==> src/rtl/cbsd_pkg.sv <==
// Package for the correlator bank symbol demodulator.
// Holds register indexes, field widths, the controller state type and the datapath command struct.
package cbsd_pkg;

    localparam int SampleW = 16;
    localparam int CorrW = 4;
    localparam int TapIdxW = 6;
    localparam int CfgIdxW = 2;
    localparam int CfgDataW = 7;
    localparam int MagSteps = 6;

    localparam logic [CfgIdxW-1:0] REG_DECIMATION = 2'd0;
    localparam logic [CfgIdxW-1:0] REG_NUM_CORR = 2'd1;
    localparam logic [CfgIdxW-1:0] REG_TAPS = 2'd2;

    localparam logic OP_SAMPLE = 1'b0;
    localparam logic OP_LOAD = 1'b1;

    typedef enum logic [2:0] {
        ST_IDLE,
        ST_MAC,
        ST_DRAIN,
        ST_MAG,
        ST_CMP,
        ST_OUT
    } state_t;

    typedef struct packed {
        logic shift_in;
        logic tap_write;
        logic acc_clear;
        logic mac_en;
        logic mag_en;
        logic [2:0] mag_step;
        logic best_clear;
        logic cmp_en;
    } dp_cmd_t;

endpackage

==> src/rtl/cbsd_ctrl.sv <==
// Controller: configuration registers, decimation phase and the decision sequencer.
// Depends on cbsd_pkg; drives cbsd_datapath through dp_cmd_t.
module cbsd_ctrl
    import cbsd_pkg::*;
#(
    parameter int MAX_CORRELATORS = 16,
    parameter int MAX_TAPS = 64,
    parameter int MAX_DECIMATION = 64
)
(
    input  logic clk,
    input  logic rst_n,
    input  logic in_valid,
    input  logic in_op,
    input  logic [CorrW-1:0] tap_correlator,
    input  logic [TapIdxW-1:0] tap_index,
    output logic in_ready,
    output logic out_valid,
    input  logic out_ready,
    input  logic cfg_valid,
    input  logic [CfgIdxW-1:0] cfg_index,
    input  logic [CfgDataW-1:0] cfg_data,
    output logic cfg_ready,
    output dp_cmd_t cmd,
    output logic [$clog2(MAX_CORRELATORS)-1:0] corr_sel,
    output logic [$clog2(MAX_TAPS+1)-1:0] tap_sel,
    output logic [$clog2(MAX_TAPS+1)-1:0] len
);
    localparam int CW = $clog2(MAX_CORRELATORS);
    localparam int LW = $clog2(MAX_TAPS+1);
    localparam int PhW = $clog2(MAX_DECIMATION+1);

    state_t state_reg, state_next;
    logic [CfgDataW-1:0] dec_cfg_reg, ncorr_cfg_reg, taps_cfg_reg;
    logic [PhW-1:0] phase_reg, phase_next, phase_inc, dec;
    logic [CW-1:0] corr_reg, corr_next;
    logic [LW-1:0] tap_reg, tap_next;
    logic [CW:0] ncorr;
    logic [1:0] drain_reg, drain_next;
    logic [2:0] step_reg, step_next;
    logic in_fire, sample_fire, load_fire, last_tap, last_corr;

    assign cfg_ready = 1'b1;
    assign in_ready = (state_reg == ST_IDLE);
    assign in_fire = in_valid && in_ready;
    assign sample_fire = in_fire && (in_op == OP_SAMPLE);
    assign load_fire = in_fire && (in_op == OP_LOAD)
                       && (32'(tap_correlator) < MAX_CORRELATORS)
                       && (32'(tap_index) < MAX_TAPS);

    always_comb
    begin
        if (dec_cfg_reg == '0)
            dec = PhW'(1);
        else if (32'(dec_cfg_reg) > MAX_DECIMATION)
            dec = PhW'(MAX_DECIMATION);
        else
            dec = PhW'(dec_cfg_reg);
        if (ncorr_cfg_reg == '0)
            ncorr = (CW+1)'(1);
        else if (32'(ncorr_cfg_reg) > MAX_CORRELATORS)
            ncorr = (CW+1)'(MAX_CORRELATORS);
        else
            ncorr = (CW+1)'(ncorr_cfg_reg);
        if (taps_cfg_reg == '0)
            len = LW'(1);
        else if (32'(taps_cfg_reg) > MAX_TAPS)
            len = LW'(MAX_TAPS);
        else
            len = LW'(taps_cfg_reg);
    end

    assign phase_inc = phase_reg + PhW'(1);
    assign phase_next = (phase_inc >= dec) ? '0 : phase_inc;
    assign last_tap = (tap_reg == len - LW'(1));
    assign last_corr = ((CW+1)'(corr_reg) == ncorr - (CW+1)'(1));

    always_ff @(posedge clk or negedge rst_n)
    begin
        if (!rst_n)
        begin
            state_reg <= ST_IDLE;
            dec_cfg_reg <= CfgDataW'(1);
            ncorr_cfg_reg <= CfgDataW'(2);
            taps_cfg_reg <= CfgDataW'(64);
            phase_reg <= '0;
            corr_reg <= '0;
            tap_reg <= '0;
            drain_reg <= '0;
            step_reg <= '0;
        end
        else
        begin
            state_reg <= state_next;
            corr_reg <= corr_next;
            tap_reg <= tap_next;
            drain_reg <= drain_next;
            step_reg <= step_next;
            if (sample_fire)
                phase_reg <= phase_next;
            if (cfg_valid)
            begin
                unique case (cfg_index)
                    REG_DECIMATION: dec_cfg_reg <= cfg_data;
                    REG_NUM_CORR:   ncorr_cfg_reg <= CfgDataW'(cfg_data[4:0]);
                    REG_TAPS:       taps_cfg_reg <= cfg_data;
                    default: ;
                endcase
            end
        end
    end

    always_comb
    begin
        state_next = state_reg;
        corr_next = corr_reg;
        tap_next = tap_reg;
        drain_next = drain_reg;
        step_next = step_reg;
        unique case (state_reg)
            ST_IDLE:
            begin
                corr_next = '0;
                tap_next = '0;
                if (sample_fire && phase_reg == '0)
                    state_next = ST_MAC;
            end
            ST_MAC:
            begin
                if (last_tap)
                begin
                    state_next = ST_DRAIN;
                    drain_next = 2'd0;
                end
                else
                    tap_next = tap_reg + LW'(1);
            end
            ST_DRAIN:
            begin
                drain_next = drain_reg + 2'd1;
                step_next = '0;
                if (drain_reg == 2'd1)
                    state_next = ST_MAG;
            end
            ST_MAG:
            begin
                step_next = step_reg + 3'd1;
                if (step_reg == 3'(MagSteps - 1))
                    state_next = ST_CMP;
            end
            ST_CMP:
            begin
                tap_next = '0;
                if (last_corr)
                    state_next = ST_OUT;
                else
                begin
                    corr_next = corr_reg + CW'(1);
                    state_next = ST_MAC;
                end
            end
            ST_OUT:
                if (out_ready)
                    state_next = ST_IDLE;
            default:
                state_next = ST_IDLE;
        endcase
    end

    always_comb
    begin
        cmd = '0;
        cmd.shift_in = sample_fire;
        cmd.tap_write = load_fire;
        cmd.mag_step = step_reg;
        corr_sel = corr_reg;
        tap_sel = tap_reg;
        out_valid = 1'b0;
        unique case (state_reg)
            ST_IDLE:
            begin
                cmd.acc_clear = 1'b1;
                cmd.best_clear = 1'b1;
            end
            ST_MAC:
                cmd.mac_en = (tap_reg >= LW'(1));
            ST_DRAIN:
                cmd.mac_en = (drain_reg == 2'd0);
            ST_MAG:
                cmd.mag_en = 1'b1;
            ST_CMP:
            begin
                cmd.cmp_en = 1'b1;
                cmd.acc_clear = 1'b1;
            end
            ST_OUT:
                out_valid = 1'b1;
            default: ;
        endcase
    end
endmodule

==> config.mk <==
export PLATFORM = sky130hd
export DESIGN_NAME = cbsd_ctrl
export DESIGN_NICKNAME = d
export VERILOG_FILES = /design/src/rtl/cbsd_pkg.sv /design/src/rtl/cbsd_ctrl.sv
export SDC_FILE = /design/constraint.sdc
export NUM_CORES = 1
export LEC_CHECK = 0
export ABC_AREA = 1
export BUFFER_PORTS_ARGS = -buffer_cell sky130_fd_sc_hd__buf_4
export CAP_MARGIN = 20
export CORE_MARGIN = 3
export CORE_UTILIZATION = 51
export DETAILED_ROUTE_END_ITERATION = 10
export PLACE_DENSITY = 0.77
export SLEW_MARGIN = 30
export SYNTH_ARGS = -nofsm -noshare
export SYNTH_HDL_FRONTEND = slang
export SYNTH_SLANG_ARGS = --single-unit
==> constraint.sdc <==
create_clock -name clk -period 1.9 [get_ports clk]
set_input_delay 0.285 -clock clk [delete_from_list [all_inputs] [get_ports clk]]
set_output_delay 0.285 -clock clk [all_outputs]
set_load 0.005 [all_outputs]
# After elaboration in Yosys (flattened, before gate mapping)

Cells that the tools add are included.

Word-level logic and storage cells: 90
Output and inout bits: 31
Input bits: 25
Register bits: 45

Order comparisons: 5
Add/subtract/negate cells: 7
Reductions and logical operators: 23
Equal/unequal tests: 18
Bitwise operators: 1
Multiplexer cells: 27

Operators with widths:

| kind                                                | count |
|---|---|
| two-way mux 7 bit                                   | 6 |
| zero test 7 bit                                     | 4 |
| two-way mux 3 bit                                   | 6 |
| case mux 3 bit (6 select lines)                     | 1 |
| adder 7 x 1 -> 7 bit, second input constant         | 2 |
| > comparator 7 bit, second input constant           | 2 |
| case mux 7 bit (2 select lines)                     | 1 |
| inequality test 2 bit, second input constant        | 6 |
| AND reduction 2 bit                                 | 6 |
| two-way mux 5 bit                                   | 2 |
| == test 3 bit, second input constant                | 3 |
| case mux 4 bit (2 select lines)                     | 1 |
| nonzero test 2 bit                                  | 4 |
| == test 7 bit                                       | 1 |
| >= comparator 7 x 1 -> 1 bit, second input constant | 1 |
| >= comparator 7 bit                                 | 1 |
| subtractor 7 x 1 -> 7 bit, second input constant    | 1 |
| == test 3 x 2 -> 1 bit, second input constant       | 2 |
| case mux 3 bit (2 select lines)                     | 1 |
| == test 4 x 5 -> 1 bit                              | 1 |
| > comparator 5 bit, second input constant           | 1 |
| two-way mux 1 bit                                   | 5 |
| AND reduction 5 bit                                 | 1 |
| subtractor 5 x 1 -> 5 bit, second input constant    | 1 |
| 16 further kinds                                    | 21 |

# Depth between registers and ports, before layout

Word-level depth: 7
Depth in mapped cells: 17
Gate-level depth less buffers: 17

# Worst setup path after synthesis

Ideal clock, no wire load.

Path kind: reg-to-reg
Start point: register taps_cfg_reg[4]
End point: register state_reg[0]
Arrival: 2.148 ns
Slack: -0.314 ns
Setup time: 0.066 ns
Cell stages (with the launch flop): 18
Cells stage by stage: dfrtp_1 nor2_2 nand3_1 nand2_1 inv_1 nor2_1 inv_1 ha_1 xor2_1 nand2_1 nor2_1 nand2_1 nor2_2 nand3_4 nand2_4 buf_6 nand3_1 nand2_1

Word-level cells in the longest chain between the ends: 7
Elaborated cells on any way between the ends: 8

Ends and longest elaborated chain:

| element                             | RTL line         | RTL |
|---|---|---|
| start, declared                     | cbsd_ctrl.sv:34  | `logic [CfgDataW-1:0] dec_cfg_reg, ncorr_cfg_reg, taps_cfg_reg;` |
| start signal, assigned              | cbsd_ctrl.sv:85  | `taps_cfg_reg <= CfgDataW'(64);` |
| start signal, assigned              | cbsd_ctrl.sv:106 | `REG_TAPS: taps_cfg_reg <= cfg_data;` |
| > comparator 7 bit                  | cbsd_ctrl.sv:67  | `else if (32'(taps_cfg_reg) > MAX_TAPS)` |
| two-way mux 7 bit                   | cbsd_ctrl.sv:67  |  |
| two-way mux 7 bit (*)               | cbsd_ctrl.sv:65  | `if (taps_cfg_reg == '0)` |
| net len[1]                          | cbsd_ctrl.sv:27  | `output logic [$clog2(MAX_TAPS+1)-1:0] len` |
| subtractor 7 x 1 -> 7 bit (*)       | cbsd_ctrl.sv:75  | `assign last_tap = (tap_reg == len - LW'(1));` |
| == test 7 bit (*)                   | cbsd_ctrl.sv:75  |  |
| inequality test 2 bit (no line) (*) | --               |  |
| AND reduction 5 bit (no line) (*)   | --               |  |
| end signal, assigned                | cbsd_ctrl.sv:94  | `state_reg <= state_next;` |
| end, declared                       | cbsd_ctrl.sv:33  | `state_t state_reg, state_next;` |

The timed path passes the listed nets; every way through them passes the cells marked *.
A chain may end at the register's enable or synchronous reset.

# Worst setup path in the final report

Start point: register phase_reg[0]
End point: register phase_reg[3]

Word-level cells in the longest chain between the ends: 3

Ends and longest elaborated chain:

| element                  | RTL line         | RTL |
|---|---|---|
| start, declared          | cbsd_ctrl.sv:35  | `logic [PhW-1:0] phase_reg, phase_next, phase_inc, dec;` |
| start signal, assigned   | cbsd_ctrl.sv:100 | `phase_reg <= phase_next;` |
| adder 7 x 1 -> 7 bit (*) | cbsd_ctrl.sv:73  | `assign phase_inc = phase_reg + PhW'(1);` |
| >= comparator 7 bit      | cbsd_ctrl.sv:74  | `assign phase_next = (phase_inc >= dec) ? '0 : phase_inc;` |
| two-way mux 7 bit (*)    | cbsd_ctrl.sv:74  |  |

Mark *: on every way between the ends. The rest lies on a longest branch, timed or not.

==> flow_summary.ini <==
[global_route]
gr-usage-all-layers_pct = 24.4
grt_overflow = 0
grt_util_met1_pct = 29.3
grt_pass1_vias = 2881
grt_pass1_wl_um = 12800
grtUsageMet3_pct = 4.34
antenna_found_initial = 0
grt_max_degree = 46
grtUsageMet2_pct = 43.6
grt_most_used_layer = met2

[synth]
synth_cells = 388
avgSynthCellArea_um2 = 7.74
ys.warnings.count = 0
synth_edf_count = 0
synth_top_area_share_pct = 35.0
yosysSeqAreaShare_pct = 37.6
ys.flop_type = dfrtp_1
yosysMostFrequentCell = nand2_1
synth_area_um2 = 3000
synthTopCellsByCount = 83 x nand2_1, 58 x inv_1, 43 x nand3_1, 42 x dfrtp_1, 34 x o21ai_0
synth_cell_types = 39
synthTopCellsByArea = dfrtp_1 35%, nand2_1 10%, ha_1 7.5%, inv_1 7.3%, nand3_1 7.2%
synth_seq_cells = 45
synthArstFlopShare_pct = 100
synth_top_cell_by_area = dfrtp_1
postSynthNetCount = 431

[final_layout]
multi_input_area_um2 = 1830
layout-area-overhead-vs-synth_pct = 40.3
diodes = 0
regArea_um2 = 1130
final_layout_size_suffix_gt1_share_pct = 38.9
layout.cells.non_filler = 561
fin_util_pct = 75.1
final_nets = 531
finalInstanceArea_um2 = 4210
n_fill_cell = 385

[worst_setup_path]
worstSetupStartpoint = phase_reg[0]
regToRegStartpoint = phase_reg[0]
crit_fanout = 7
arrival_ns = 2.43
worstSetupPathType = flip-flop to flip-flop
start_kind = flip-flop
cp.required_ns = 2.13
cp-end-kind = flip-flop

[routing]
ant_nets = 0
viasPerCell = 5.31
drt-wirelength-per-cell_um = 14.1
dr.pass1.iters = 7
drt_iter0_markers = 177
wirelength_um = 7930
vias = 2978
drc = 0

[clocking]
clockBufferDepth = 2
clkTransAtPathRegs_ns = 0.09
cts_tree = built
cts_made_buffers = 5
htreeDepth = 2
cts.sinks = 45
cts_root_buf = clkbuf_8
clk_latency_ns = 0.30

[power]
p_seq_share_pct = 25.3
p_switching_mw = 2.43
clockPowerShare_pct = 15.2
power.density_nw_per_um2 = 1350
power.share.switching_pct = 42.8
ir_worst_vdd_mv = 0.852
p_comb_share_pct = 59.5
intPower_mw = 3.25
total_leakage_power_nw = 2.22
p_total_mw = 5.67

[status]
failed_checks = negative setup slack
status = finished with violations

[place]
place_inst = 536
place_ws_ns = -0.394
dpl.hpwl_um = 5240
port-buffer-count = 44
gp_routability_congestion = 0.832
place_area_um2 = 3700

[sta]
tns_ns = -5.74
finalSetupViolations = 24
period_needed_ns = 2.20
setup_slack_ns = -0.299
relSlewSlack_pct = 59.2
max_freq_ghz = 0.455
drv_slew = 0
clock_skew_ns = 0.00295
rsz0062_at_grt = true
tightest_slew_ns = 0.606
hold_viol = 0
final.period_utilization_pct = 116
whs_ns = 0.253

[floorplan]
chipHeight_um = 82.7
die_x_um = 82.7
coreArea_um2 = 5610
rows = 27
pin_count = 56
initial_utilization_pct = 53.5
die-area_um2 = 6840

[run]
cap_violations = 0

[worst_hold_path]
hold_start = cfg_data[6]
hp-class = primary input to flip-flop
routing by layer:
layer / wire [µm] / part of all wire, % / vias up
li1: - / - / 1458
met1: 3380 / 43 / 1398
met2: 4000 / 50 / 102
met3: 368 / 4.6 / 20
met4: 183 / 2.3 / 0
met5: 0 / 0 / -
final cells by class:
| cell class | count | area share [%] |
|---|---|---|
| clock buffers | 5 | 1.63 |
| clock inverters | 3 | 1.55 |
| inverters | 60 | 5.41 |
| multi-input cells | 272 | 43.5 |
| flip-flops and latches | 45 | 26.9 |
| well taps | 72 | 2.14 |
| repair buffers | 104 | 18.9 |
power by group through the flow:
stage          clock, mW  combinational (mW)  sequential, mW
4_1_cts            0.866                3.11            1.42
5_1_grt            0.902                3.74            1.47
6_report           0.861                3.38            1.44
3_5_place_dp           0                2.60            1.43
2_1_floorplan          0                1.63            1.40
3_3_place_gp           0                2.48            1.43
critical path: stages, from the launching register on:
cell and delay, ns:
dfrtp_1 0.37, ha_2 0.19, nand3_2 0.11, nor3_2 0.16, xor2_1 0.27, ha_1 0.33
nand2_2 0.11, inv_2 0.04, nand4_1 0.09, o2111ai_2 0.14, inv_4 0.16, nand3_2 0.10
o21ai_2 0.07
cell usage in the layout, fill, tap and decap left out, types with 2 or more instances in the layout:
cell,count
nor3_2,3
nor2_1,12
nand3_1,28
o21ai_0,22
a21oi_1,5
or2_2,2
ha_1,15
xor2_1,17
nor2_2,7
clkbuf_8,5
o21ai_1,7
nand4_1,9
buf_6,3
nand2_4,3
dfstp_2,3
bufinv_16,2
dfrtp_2,2
dfrtp_1,40
nor4_1,2
nand2_2,15
inv_2,5
a21oi_2,2
buf_4,100
nor3_1,5
xnor2_1,4
nor2_4,2
nor3b_1,3
ha_4,2
nand3_4,2
o21ai_2,6
nand3_2,15
nand2_1,71
inv_1,54
worst paths after layout:
kind	cells after the start	slack, ns	end
worst max register to register	12	-0.30	phase_reg[3]
worst min-delay path	3	0.25	taps_cfg_reg[6]
min in group asynchronous	2	0.51	tap_sel[2]
worst max-delay path	12	-0.30	phase_reg[3]
worst min register to register	2	0.50	drain_reg[1]
max in group asynchronous	2	0.97	tap_sel[1]
logic make-up after synthesis:
logic type	after synthesis	share of synthesized area (%)
DFF	45	37.6
other	1	0.125
and+or+nand+nor	183	30.2
AOI/OAI and AO/OA	46	8.00
adders and majority gates	18	7.50
buffers and inverters	72	9.80
xor gates and xnor gates	23	6.71
timing repair:
item                                    in CTS  in global routing
buffers inserted                            12                  3
endpoints found under the hold margin       21                  0
endpoints found under the setup margin      25                 26
pin swaps                                   28                 20
resized for setup                           47                 23
hold buffers                                 1                  0
cloned                                       1                  0
No activity file was read; power rests on OpenSTA's default activity.
